===== src/pcpp_pkg.sv =====
// ----------------------------------------------------------------------------
// Path corridor projector package
// Shared beat types, register indexes, reset values and sequencer states.
// ----------------------------------------------------------------------------
package pcpp_pkg;

    localparam int FRAC_BITS_DEF = 8;
    localparam int CFG_W         = 12;
    localparam int CFG_IDX_W     = 3;

    // Configuration register indexes.
    localparam logic [CFG_IDX_W-1:0] REG_HALF_WIDTH    = 3'd0;
    localparam logic [CFG_IDX_W-1:0] REG_CAMERA_BACK   = 3'd1;
    localparam logic [CFG_IDX_W-1:0] REG_CAMERA_HEIGHT = 3'd2;
    localparam logic [CFG_IDX_W-1:0] REG_PIXEL_SCALE   = 3'd3;
    localparam logic [CFG_IDX_W-1:0] REG_CENTER_X      = 3'd4;
    localparam logic [CFG_IDX_W-1:0] REG_CENTER_Y      = 3'd5;

    // Reset values of the configuration registers.
    localparam logic [CFG_W-1:0] HALF_WIDTH_RST    = 12'd282;
    localparam logic [CFG_W-1:0] CAMERA_BACK_RST   = 12'd51;
    localparam logic [CFG_W-1:0] CAMERA_HEIGHT_RST = 12'd256;
    localparam logic [CFG_W-1:0] PIXEL_SCALE_RST   = 12'd200;
    localparam logic [CFG_W-1:0] CENTER_X_RST      = 12'd280;
    localparam logic [CFG_W-1:0] CENTER_Y_RST      = 12'd210;

    typedef struct packed {
        logic signed [15:0] point_x;
        logic signed [15:0] point_y;
        logic               path_start;
        logic               path_end;
    } in_t;

    typedef struct packed {
        logic               side;
        logic signed [15:0] screen_x;
        logic signed [15:0] screen_y;
        logic               behind_camera;
        logic               pair_last;
        logic               path_last;
    } out_t;

    typedef enum logic [7:0] {
        ST_IDLE = 8'b0000_0001,
        ST_SQ   = 8'b0000_0010,
        ST_SQRT = 8'b0000_0100,
        ST_DIV  = 8'b0000_1000,
        ST_EDGE = 8'b0001_0000,
        ST_MUL  = 8'b0010_0000,
        ST_LOAD = 8'b0100_0000,
        ST_OUT  = 8'b1000_0000
    } state_t;

    // Destination of the divider result.
    typedef enum logic [1:0] {
        DT_OX = 2'd0,
        DT_OY = 2'd1,
        DT_SX = 2'd2,
        DT_SY = 2'd3
    } div_tgt_t;

endpackage


===== src/path_corridor_perspective_projector_core.sv =====
// ----------------------------------------------------------------------------
// Path corridor perspective projector
// Offsets each path point by half the car width and projects both edges.
// ----------------------------------------------------------------------------
// One point is in work at a time; a general point runs the bit-pair square
// root and the bit-serial divider (one quotient bit per cycle, used up to six
// times per point), while a path start or a repeated point skips the root and
// the offset divides. An output stall holds the sequencer. Reset (rst_n low,
// asynchronous) clears the sequencer, the previous point and loads the
// register defaults.
module path_corridor_perspective_projector_core #(
    parameter int FRAC_BITS = pcpp_pkg::FRAC_BITS_DEF
) (
    input  logic                               clk,
    input  logic                               rst_n,
    input  logic                               in_valid,
    output logic                               in_ready,
    input  pcpp_pkg::in_t                      in_data,
    output logic                               out_valid,
    input  logic                               out_ready,
    output pcpp_pkg::out_t                     out_data,
    input  logic                               cfg_we,
    input  logic [pcpp_pkg::CFG_IDX_W-1:0]     cfg_index,
    input  logic [pcpp_pkg::CFG_W-1:0]         cfg_data
);
    import pcpp_pkg::*;

    // Segment length has 17 integer-side bits plus FRAC_BITS.
    localparam int LW  = 17 + FRAC_BITS;
    // Square root runs one result bit (two radicand bits) per cycle.
    localparam int SI  = LW;
    localparam int SRW = 2 * SI;
    localparam int RW  = LW + 2;
    // Divider numerator covers the scaled offset product and the pixel sums.
    localparam int NW  = 28 + FRAC_BITS;
    localparam int DW  = LW;
    localparam int CW  = $clog2(NW + 1);

    // Configuration registers.
    logic [CFG_W-1:0] half_width_reg, camera_back_reg, camera_height_reg;
    logic [CFG_W-1:0] pixel_scale_reg, center_x_reg, center_y_reg;

    always_ff @(posedge clk or negedge rst_n)
    begin
        if (!rst_n)
        begin
            half_width_reg    <= HALF_WIDTH_RST;
            camera_back_reg   <= CAMERA_BACK_RST;
            camera_height_reg <= CAMERA_HEIGHT_RST;
            pixel_scale_reg   <= PIXEL_SCALE_RST;
            center_x_reg      <= CENTER_X_RST;
            center_y_reg      <= CENTER_Y_RST;
        end
        else if (cfg_we)
        begin
            case (cfg_index)
                REG_HALF_WIDTH:    half_width_reg    <= cfg_data;
                REG_CAMERA_BACK:   camera_back_reg   <= cfg_data;
                REG_CAMERA_HEIGHT: camera_height_reg <= cfg_data;
                REG_PIXEL_SCALE:   pixel_scale_reg   <= cfg_data;
                REG_CENTER_X:      center_x_reg      <= cfg_data;
                REG_CENTER_Y:      center_y_reg      <= cfg_data;
                default:           ;
            endcase
        end
    end

    // Sequencer and datapath registers.
    state_t             state_reg, state_next;
    logic signed [15:0] prev_x_reg, prev_x_next, prev_y_reg, prev_y_next;
    logic signed [15:0] cur_x_reg, cur_x_next, cur_y_reg, cur_y_next;
    logic               last_reg, last_next;
    logic signed [16:0] dx_reg, dx_next, dy_reg, dy_next;
    logic [SRW-1:0]     rad_reg, rad_next;
    logic [LW-1:0]      root_reg, root_next;
    logic [RW-1:0]      srem_reg, srem_next;
    logic [NW-1:0]      num_reg, num_next;
    logic [DW-1:0]      drem_reg, drem_next, den_reg, den_next;
    logic               neg_reg, neg_next;
    div_tgt_t           tgt_reg, tgt_next;
    logic [CW-1:0]      cnt_reg, cnt_next;
    logic signed [12:0] ox_reg, ox_next, oy_reg, oy_next;
    logic               side_reg, side_next;
    logic signed [17:0] ex_reg, ex_next, dist_reg, dist_next;
    logic signed [31:0] p1_reg, p1_next, p2_reg, p2_next;
    logic signed [15:0] sx_reg, sx_next;
    logic               behind_reg, behind_next;
    out_t               out_reg, out_next;
    logic               out_valid_reg, out_valid_next;

    // Combinational helpers.
    logic [15:0]        dx_mag, dy_mag;
    logic [32:0]        sq_sum;
    logic [RW-1:0]      s_rem2, s_trial, s_diff;
    logic               s_ge;
    logic [DW:0]        d_t, d_diff;
    logic               d_ge;
    logic [27:0]        off_prod_y, off_prod_x;
    logic signed [12:0] q13;
    logic signed [17:0] ex_w, ey_w, dist_w;
    logic signed [17:0] mul_a;
    logic signed [12:0] mul_b, mul_c;
    logic signed [30:0] prod1, prod2;
    logic signed [31:0] pix_sum;
    logic [31:0]        pix_mag;
    logic signed [15:0] sat_q;
    logic signed [16:0] dx_in, dy_in;

    always_comb
    begin
        dx_mag = dx_reg[16] ? 16'(-dx_reg) : dx_reg[15:0];
        dy_mag = dy_reg[16] ? 16'(-dy_reg) : dy_reg[15:0];
        sq_sum = {17'd0, dx_mag} * {17'd0, dx_mag} + {17'd0, dy_mag} * {17'd0, dy_mag};

        // One bit-pair step of the restoring square root.
        s_rem2  = {srem_reg[RW-3:0], rad_reg[SRW-1:SRW-2]};
        s_trial = {root_reg, 2'b01};
        s_ge    = (s_rem2 >= s_trial);
        s_diff  = s_rem2 - s_trial;

        // One bit of the restoring divider.
        d_t    = {drem_reg, num_reg[NW-1]};
        d_ge   = (d_t >= {1'b0, den_reg});
        d_diff = d_t - {1'b0, den_reg};

        off_prod_y = half_width_reg * dy_mag;
        off_prod_x = half_width_reg * dx_mag;
        q13        = {1'b0, num_reg[11:0]};

        // Edge point and its forward distance to the camera.
        ex_w   = {{2{cur_x_reg[15]}}, cur_x_reg}
               + (side_reg ? -{{5{ox_reg[12]}}, ox_reg} : {{5{ox_reg[12]}}, ox_reg});
        ey_w   = {{2{cur_y_reg[15]}}, cur_y_reg}
               + (side_reg ? {{5{oy_reg[12]}}, oy_reg} : -{{5{oy_reg[12]}}, oy_reg});
        dist_w = ey_w + {6'd0, camera_back_reg};

        mul_a = (tgt_reg == DT_SX) ? ex_reg : {6'd0, camera_height_reg};
        mul_b = {1'b0, pixel_scale_reg};
        mul_c = (tgt_reg == DT_SX) ? {1'b0, center_x_reg} : {1'b0, center_y_reg};
        prod1 = mul_a * mul_b;
        prod2 = mul_c * dist_reg;

        pix_sum = p1_reg + p2_reg;
        pix_mag = pix_sum[31] ? 32'(-pix_sum) : pix_sum;

        // Saturate the signed quotient to 16 bits.
        if (neg_reg)
            sat_q = (num_reg > NW'(32768)) ? -16'sd32768 : 16'(-num_reg[15:0]);
        else
            sat_q = (num_reg > NW'(32767)) ? 16'sd32767 : num_reg[15:0];

        dx_in = {in_data.point_x[15], in_data.point_x} - {prev_x_reg[15], prev_x_reg};
        dy_in = {in_data.point_y[15], in_data.point_y} - {prev_y_reg[15], prev_y_reg};
    end

    always_comb
    begin
        state_next     = state_reg;
        prev_x_next    = prev_x_reg;
        prev_y_next    = prev_y_reg;
        cur_x_next     = cur_x_reg;
        cur_y_next     = cur_y_reg;
        last_next      = last_reg;
        dx_next        = dx_reg;
        dy_next        = dy_reg;
        rad_next       = rad_reg;
        root_next      = root_reg;
        srem_next      = srem_reg;
        num_next       = num_reg;
        drem_next      = drem_reg;
        den_next       = den_reg;
        neg_next       = neg_reg;
        tgt_next       = tgt_reg;
        cnt_next       = cnt_reg;
        ox_next        = ox_reg;
        oy_next        = oy_reg;
        side_next      = side_reg;
        ex_next        = ex_reg;
        dist_next      = dist_reg;
        p1_next        = p1_reg;
        p2_next        = p2_reg;
        sx_next        = sx_reg;
        behind_next    = behind_reg;
        out_next       = out_reg;
        out_valid_next = out_valid_reg;

        case (state_reg)
            ST_IDLE:
            begin
                if (in_valid)
                begin
                    cur_x_next  = in_data.point_x;
                    cur_y_next  = in_data.point_y;
                    last_next   = in_data.path_end;
                    prev_x_next = in_data.point_x;
                    prev_y_next = in_data.point_y;
                    dx_next     = dx_in;
                    dy_next     = dy_in;
                    side_next   = 1'b0;
                    if (in_data.path_start)
                    begin
                        // Straight ahead: full width sideways, no forward shift.
                        ox_next    = {1'b0, half_width_reg};
                        oy_next    = '0;
                        state_next = ST_EDGE;
                    end
                    else if (dx_in == '0 && dy_in == '0)
                    begin
                        // Repeated point takes heading angle zero.
                        ox_next    = '0;
                        oy_next    = {1'b0, half_width_reg};
                        state_next = ST_EDGE;
                    end
                    else
                    begin
                        state_next = ST_SQ;
                    end
                end
            end

            ST_SQ:
            begin
                rad_next   = {1'b0, sq_sum, {(2 * FRAC_BITS){1'b0}}};
                root_next  = '0;
                srem_next  = '0;
                cnt_next   = CW'(SI);
                state_next = ST_SQRT;
            end

            ST_SQRT:
            begin
                if (cnt_reg != '0)
                begin
                    srem_next = s_ge ? s_diff : s_rem2;
                    root_next = {root_reg[LW-2:0], s_ge};
                    rad_next  = {rad_reg[SRW-3:0], 2'b00};
                    cnt_next  = cnt_reg - 1'b1;
                end
                else
                begin
                    // Length is final: start the sideways offset divide.
                    num_next   = {off_prod_y, {FRAC_BITS{1'b0}}};
                    den_next   = root_reg;
                    drem_next  = '0;
                    neg_next   = dy_reg[16];
                    tgt_next   = DT_OX;
                    cnt_next   = CW'(NW);
                    state_next = ST_DIV;
                end
            end

            ST_DIV:
            begin
                if (cnt_reg != '0)
                begin
                    drem_next = d_ge ? d_diff[DW-1:0] : d_t[DW-1:0];
                    num_next  = {num_reg[NW-2:0], d_ge};
                    cnt_next  = cnt_reg - 1'b1;
                end
                else
                begin
                    case (tgt_reg)
                        DT_OX:
                        begin
                            ox_next   = neg_reg ? -q13 : q13;
                            num_next  = {off_prod_x, {FRAC_BITS{1'b0}}};
                            drem_next = '0;
                            neg_next  = dx_reg[16];
                            tgt_next  = DT_OY;
                            cnt_next  = CW'(NW);
                        end
                        DT_OY:
                        begin
                            oy_next    = neg_reg ? -q13 : q13;
                            state_next = ST_EDGE;
                        end
                        DT_SX:
                        begin
                            sx_next    = sat_q;
                            tgt_next   = DT_SY;
                            state_next = ST_MUL;
                        end
                        default:
                        begin
                            out_next.side          = side_reg;
                            out_next.screen_x      = sx_reg;
                            out_next.screen_y      = sat_q;
                            out_next.behind_camera = 1'b0;
                            out_next.pair_last     = side_reg;
                            out_next.path_last     = last_reg;
                            out_valid_next         = 1'b1;
                            state_next             = ST_OUT;
                        end
                    endcase
                end
            end

            ST_EDGE:
            begin
                ex_next     = ex_w;
                dist_next   = dist_w;
                behind_next = (dist_w <= 18'sd0);
                tgt_next    = DT_SX;
                if (dist_w <= 18'sd0)
                begin
                    out_next.side          = side_reg;
                    out_next.screen_x      = '0;
                    out_next.screen_y      = '0;
                    out_next.behind_camera = 1'b1;
                    out_next.pair_last     = side_reg;
                    out_next.path_last     = last_reg;
                    out_valid_next         = 1'b1;
                    state_next             = ST_OUT;
                end
                else
                begin
                    state_next = ST_MUL;
                end
            end

            ST_MUL:
            begin
                p1_next    = {prod1[30], prod1};
                p2_next    = {prod2[30], prod2};
                state_next = ST_LOAD;
            end

            ST_LOAD:
            begin
                num_next   = NW'(pix_mag);
                neg_next   = pix_sum[31] && !behind_reg;
                den_next   = DW'(dist_reg[16:0]);
                drem_next  = '0;
                cnt_next   = CW'(NW);
                state_next = ST_DIV;
            end

            ST_OUT:
            begin
                if (out_ready)
                begin
                    out_valid_next = 1'b0;
                    if (side_reg)
                    begin
                        state_next = ST_IDLE;
                    end
                    else
                    begin
                        side_next  = 1'b1;
                        state_next = ST_EDGE;
                    end
                end
            end

            default:
            begin
                state_next     = ST_IDLE;
                out_valid_next = 1'b0;
            end
        endcase
    end

    // Control state.
    always_ff @(posedge clk or negedge rst_n)
    begin
        if (!rst_n)
        begin
            state_reg     <= ST_IDLE;
            prev_x_reg    <= '0;
            prev_y_reg    <= '0;
            cnt_reg       <= '0;
            out_valid_reg <= 1'b0;
        end
        else
        begin
            state_reg     <= state_next;
            prev_x_reg    <= prev_x_next;
            prev_y_reg    <= prev_y_next;
            cnt_reg       <= cnt_next;
            out_valid_reg <= out_valid_next;
        end
    end

    // Datapath registers.
    always_ff @(posedge clk)
    begin
        cur_x_reg  <= cur_x_next;
        cur_y_reg  <= cur_y_next;
        last_reg   <= last_next;
        dx_reg     <= dx_next;
        dy_reg     <= dy_next;
        rad_reg    <= rad_next;
        root_reg   <= root_next;
        srem_reg   <= srem_next;
        num_reg    <= num_next;
        drem_reg   <= drem_next;
        den_reg    <= den_next;
        neg_reg    <= neg_next;
        tgt_reg    <= tgt_next;
        ox_reg     <= ox_next;
        oy_reg     <= oy_next;
        side_reg   <= side_next;
        ex_reg     <= ex_next;
        dist_reg   <= dist_next;
        p1_reg     <= p1_next;
        p2_reg     <= p2_next;
        sx_reg     <= sx_next;
        behind_reg <= behind_next;
        out_reg    <= out_next;
    end

    assign in_ready  = (state_reg == ST_IDLE);
    assign out_valid = out_valid_reg;
    assign out_data  = out_reg;

endmodule


===== config.mk =====
export PLATFORM = sky130hd
export DESIGN_NAME = path_corridor_perspective_projector_core
export DESIGN_NICKNAME = d
export VERILOG_FILES = /design/src/pcpp_pkg.sv /design/src/path_corridor_perspective_projector_core.sv
export SDC_FILE = /design/constraint.sdc
export NUM_CORES = 2
export LEC_CHECK = 0
export BUFFER_PORTS_ARGS = -buffer_cell sky130_fd_sc_hd__buf_2
export CAP_MARGIN = 40
export CORE_UTILIZATION = 45
export DETAILED_ROUTE_END_ITERATION = 8
export HOLD_SLACK_MARGIN = 0.05
export PLACE_DENSITY = 0.63
export SKIP_LAST_GASP = 1
export SYNTH_ARGS = -nofsm -noshare
export SYNTH_HDL_FRONTEND = slang
export SYNTH_SLANG_ARGS = --single-unit

===== constraint.sdc =====
create_clock -name clk -period 15.7 [get_ports clk]
set_input_delay 3.925 -clock clk [delete_from_list [all_inputs] [get_ports clk]]
set_output_delay 3.925 -clock clk [all_outputs]
set_load 0.005 [all_outputs]

# After elaboration in Yosys (flattened, before gate mapping)
# Index checks and enable logic that the tools add are counted.
# W data, S select, Z words.
# op_classes
add_sub_neg	17
multipliers	6
order_cmp	5
n_eq_ne	28
muxes	75
n_bitwise	2
n_reduce_logical	38
# op_table
op	n
$mux W36	6
$mux W25	8
$pmux W25 S2	3
$mux W13	11
$pmux W36 S3	1
$pmux W50 S2	1
$mux W16	5
$pmux W25 S3	1
$pmux W36 S2	1
$mul A16 B16 Y32	2
$pmux W8 S8	1
$mul A12 B16 Y28	2
$mux W18	3
$pmux W13 S2	2
$mux W50	1
$sub A25 B25 Y25	2
$neg A16 Y16	3
$mux W8	5
$add A18 B18 Y18	2
$gt A36 B15 Y1 const B	1
$gt A36 B16 Y1 const B	1
$neg A18 Y18	2
$logic_not A17 Y1	2
$sub A16 B16 Y17	2
55 further kinds	103
# totals
reg_bits	553
in_bits	54

# Logic depth before layout (Yosys ltp)
# depth
word_depth	7
ltp_mapped	38
mapped_depth_nobuf	35

# Least setup slack after synthesis
# OpenSTA, ideal clock, no wires.
# synth_path
kind	register -> register
from	register dy_reg[0]
to	register rad_reg[48] (data pin)
arrival_ns	8.926
required_ns	15.429
path_slack_ns	6.504
path_stages_with_launch	33
period_less_slack_ns	9.196
cell_sequence	edfxtp_1 > clkinv_1 > clkbuf_1 > ha_1 > nand3b_1 > o21ai_0 > nand2_1 > a21o_1 > xor2_1 > clkbuf_1 > nand2_1 > fa_1 > inv_1 > fa_1 > fa_1 > fa_1 > fa_1 > fa_1 > fa_1 > inv_1 > fa_1 > inv_1 > ha_1 > a21o_1 > a41o_1 > a21oi_1 > o2111ai_1 > a31oi_1 > nor2b_1 > o21a_1 > o41ai_1 > xnor2_1 > a21oi_1
# synth_between
elab_chain_len	5
# synth_rtl
element	line	rtl
start, declared	path_corridor_perspective_projector_core.sv:73	logic signed [16:0] dx_reg, dx_next, dy_reg, dy_next;
start signal, assigned	path_corridor_perspective_projector_core.sv:391	dy_reg <= dy_next;
$neg A16 Y16	path_corridor_perspective_projector_core.sv:112	dy_mag = dy_reg[16] ? 16'(-dy_reg) : dy_reg[15:0];
$mux W16 *	path_corridor_perspective_projector_core.sv:112	
$mul A16 B16 Y32 *	path_corridor_perspective_projector_core.sv:113	sq_sum = {17'd0, dx_mag} * {17'd0, dx_mag} + {17'd0, dy_mag} * {17'd0, dy_mag};
$add A32 B32 Y33 *	path_corridor_perspective_projector_core.sv:113	
$pmux W50 S2 *	path_corridor_perspective_projector_core.sv:187	case (state_reg)
net rad_next[48]	path_corridor_perspective_projector_core.sv:74	logic [SRW-1:0] rad_reg, rad_next;
end signal, assigned	path_corridor_perspective_projector_core.sv:392	rad_reg <= rad_next;
end, declared	path_corridor_perspective_projector_core.sv:74	
# The timed path passes the listed nets; every way through them passes the cells marked *.
# A chain may end at the register's enable or synchronous reset.

# Worst setup path after layout
# layout_path
from	register dy_reg[0]
to	register rad_reg[47] (data pin)
# Same word-level chain as after synthesis.

==> metrics <==
Clock Sinks=536; first-pass GRT wire length=310,000 um; f_max=89.4 MHz; Layout area overhead=7.62%; TritonCTS clock tree=done; final setup vio count=0; GRT overflow=0; post-synthesis simple-gate area fraction=14.1%; status=complete, but fails checks; GRT Util Overall=24.4%; CP Class=register to register; fin nets=9,427; H-tree depth=2; vias in the first global route=55,776; mux contribution to synthesized area=1.81%; Vias=53,321; synthesized area=72,700 um^2; Final Cycle Share=71.3%; Compound-Gate Fraction of Synth Area=8.73%; final worst slack=4510 ps; Final Hold Fails=0; reg2reg end=rad_reg[47]; Syn Area/Cell=9.49 um^2; maximum clock path buffer count=3; Multi-input gate area=50,800 um^2; Slew Limit Fails=0; reg2reg setup slack=4510 ps; CP required=16,120 ps; RSZ-0062 raised after global routing=false; Detail Placement HPWL=155,000 um; initial antenna violation count=14; CP max stage cell=xnor2_1; fillers=15,108; CP endpoint kind=register; worst hold start=last_reg; Iter 0 DRT Violations=3,742; drt first pass iters=9; FFs w/ async S/R, synth=22.2%; routed wire length=194,000 um; clock slew at reported path FFs=70 ps; post-cts resize count=0; Slowest Stage Delay on Critical Path=760 ps; Die W=404 um; synth unique cells=89; commonest non-fill, non-tap cell in the layout=inv_1; total die area=163,000 um^2; port buffer count=91; worst hold endpoint=out_data[0]; Worst-Margin Slew=970 ps; core footprint=161,000 um^2; remaining antenna violation count after routing=0; layout cell share with drive strength beyond 1=6.43%; number of synthesized register bits=536; skew final=42.2 ps; worst r2r src=dy_reg[0]; largest net degree at the start of global routing=81; WHS Path Cells=0; sequential-to-total area share from yosys stat=21.3%; number of synthesized flops with an enable pin=417; Die Y-Extent=404 um; Synth Flop Type=edfxtp_1; number of max-cap violations=0; I/O pin total=92; setup TNS=0 ps; most frequent cells in the layout=inv_1, fa_1, nand2_1, ha_1, nor2_1; path depth of the worst reg2reg path=29; Gate Count Post-Synth=7,663; register area=15,500 um^2; class of the worst hold path=register to register; main combinational cell family by area after synthesis=adder cells; WL/cell=19.6 um; Max FO, Critical Path=21; Slew HR=34.5%; Syn Nets=9,433; Setup WS pre-CTS=4640 ps; gpl congestion=0.937; root buffer cell=clkbuf_16; Critical Path Source Type=register; initial core utilization=45.3%; clock network latency to the later pin of the worst-skew pair=690 ps; Tmin final=11,190 ps; Hold-fix buffers, CTS=0; xor/xnor share of the synthesized area=4.08%; Site Rows=147; Crit path top cell by count=fa_1; failing checks=DRC; CTS Buf Count=61; Synth warnings=0; postcts setup bufs=0; max FFs per register=36; routed vias/inst=5.40; critical path arrival=11,610 ps; DRC=4; Synth Area in Adders=40.7%
[through the flow]
step	instance area (um^2)	instances	hold slack, ps	utilization (%)
2_1_floorplan	72700	7663	400	-
3_3_place_gp	75900	9738	417	47.2
3_5_place_dp	76100	9753	408	47.4
4_1_cts	78200	9868	431	48.7
5_1_grt	78300	9873	441	48.7
6_report	78300	9875	430	48.7
[how the worst max path moves through the flow]
stage | from | endpoint | slack [ps] | cells after the start
2_1_floorplan | dy_reg[0] | rad_reg[48] | 6500 | 32
3_3_place_gp | dx_reg[0] | rad_reg[47] | 4890 | 31
3_5_place_dp | dy_reg[0] | rad_reg[47] | 4640 | 29
4_1_cts | dy_reg[0] | rad_reg[47] | 4600 | 29
5_1_grt | dy_reg[0] | rad_reg[47] | 3740 | 29
6_report | dy_reg[0] | rad_reg[47] | 4510 | 29
[worst max-delay path: cells and delay by family (launching register included)]
kind,cells,cell delay (ps)
adders and majority gates,10,4740
AOI/OAI and AO/OA,8,2590
buffers and inverters,5,1330
xor gates and xnor gates,2,930
DFF,1,680
and+or+nand+nor,4,640
[synthesized netlist by cell type, drive strengths merged, types with 13 or more instances]
cell | count | area [um^2]
a21o | 110 | 826
nor2 | 446 | 1680
xor2 | 131 | 1150
a211oi | 27 | 203
o21ai | 284 | 1430
and2 | 232 | 1450
a211o | 13 | 115
nor2b | 171 | 1080
dfstp | 20 | 526
mux2 | 82 | 923
mux2i | 39 | 390
nor3 | 85 | 430
a21oi | 242 | 1210
nor3b | 15 | 123
ha | 635 | 7950
dfrtp | 99 | 2480
xnor2 | 207 | 1820
o22ai | 16 | 100
o41ai | 17 | 149
and3 | 63 | 394
clkbuf | 239 | 897
buf | 30 | 123
o311ai | 15 | 131
inv | 1512 | 5680
nand2 | 877 | 3290
a22oi | 16 | 120
or2 | 15 | 93.8
a31o | 15 | 131
nand4 | 16 | 100
or3 | 46 | 288
o21a | 51 | 383
o21bai | 25 | 188
a31oi | 19 | 119
o31ai | 27 | 203
nor4 | 25 | 156
nand2b | 61 | 382
edfxtp | 417 | 12500
fa | 1081 | 21600
nand3 | 69 | 345
or4 | 13 | 97.6
[metal layers]
layer | up-vias | share of wire [%] | global-route usage, %
li1 | 24374 | - | -
met4 | 2 | 3.3 | 7.54
met1 | 26957 | 43 | 33.6
met2 | 1693 | 47 | 39.8
met3 | 295 | 7.0 | 3.21
met5 | - | 0.0067 | 0
[cells by family (layout without fill, tap and decap cells)]
| kind of cell | after synthesis | count (layout) |
|---|---|---|
| AO/OA/AOI/OAI | 990 | 990 |
| other | 0 | 6 |
| XOR/XNOR | 338 | 338 |
| flip-flops | 536 | 536 |
| multiplexers | 121 | 121 |
| buffers and inverters | 1786 | 1832 |
| adder cells (fa/ha/maj) | 1716 | 1716 |
| AND/OR/NAND/NOR | 2176 | 2176 |
[area by class of cell]
type                            instances  share of cell area, %
Antenna cell                            6                 0.0192
Clock buffer                           77                   2.17
Clock inverter                         38                  0.598
Inverter                             1517                   7.28
Multi-Input combinational cell       5341                   64.9
Sequential cell                       536                   19.8
Tap cell                             2160                   3.45
Timing Repair Buffer                  200                   1.76
Power is not shown: default switching activity piles up to over one toggle a cycle in this logic, so the estimate is an artifact.
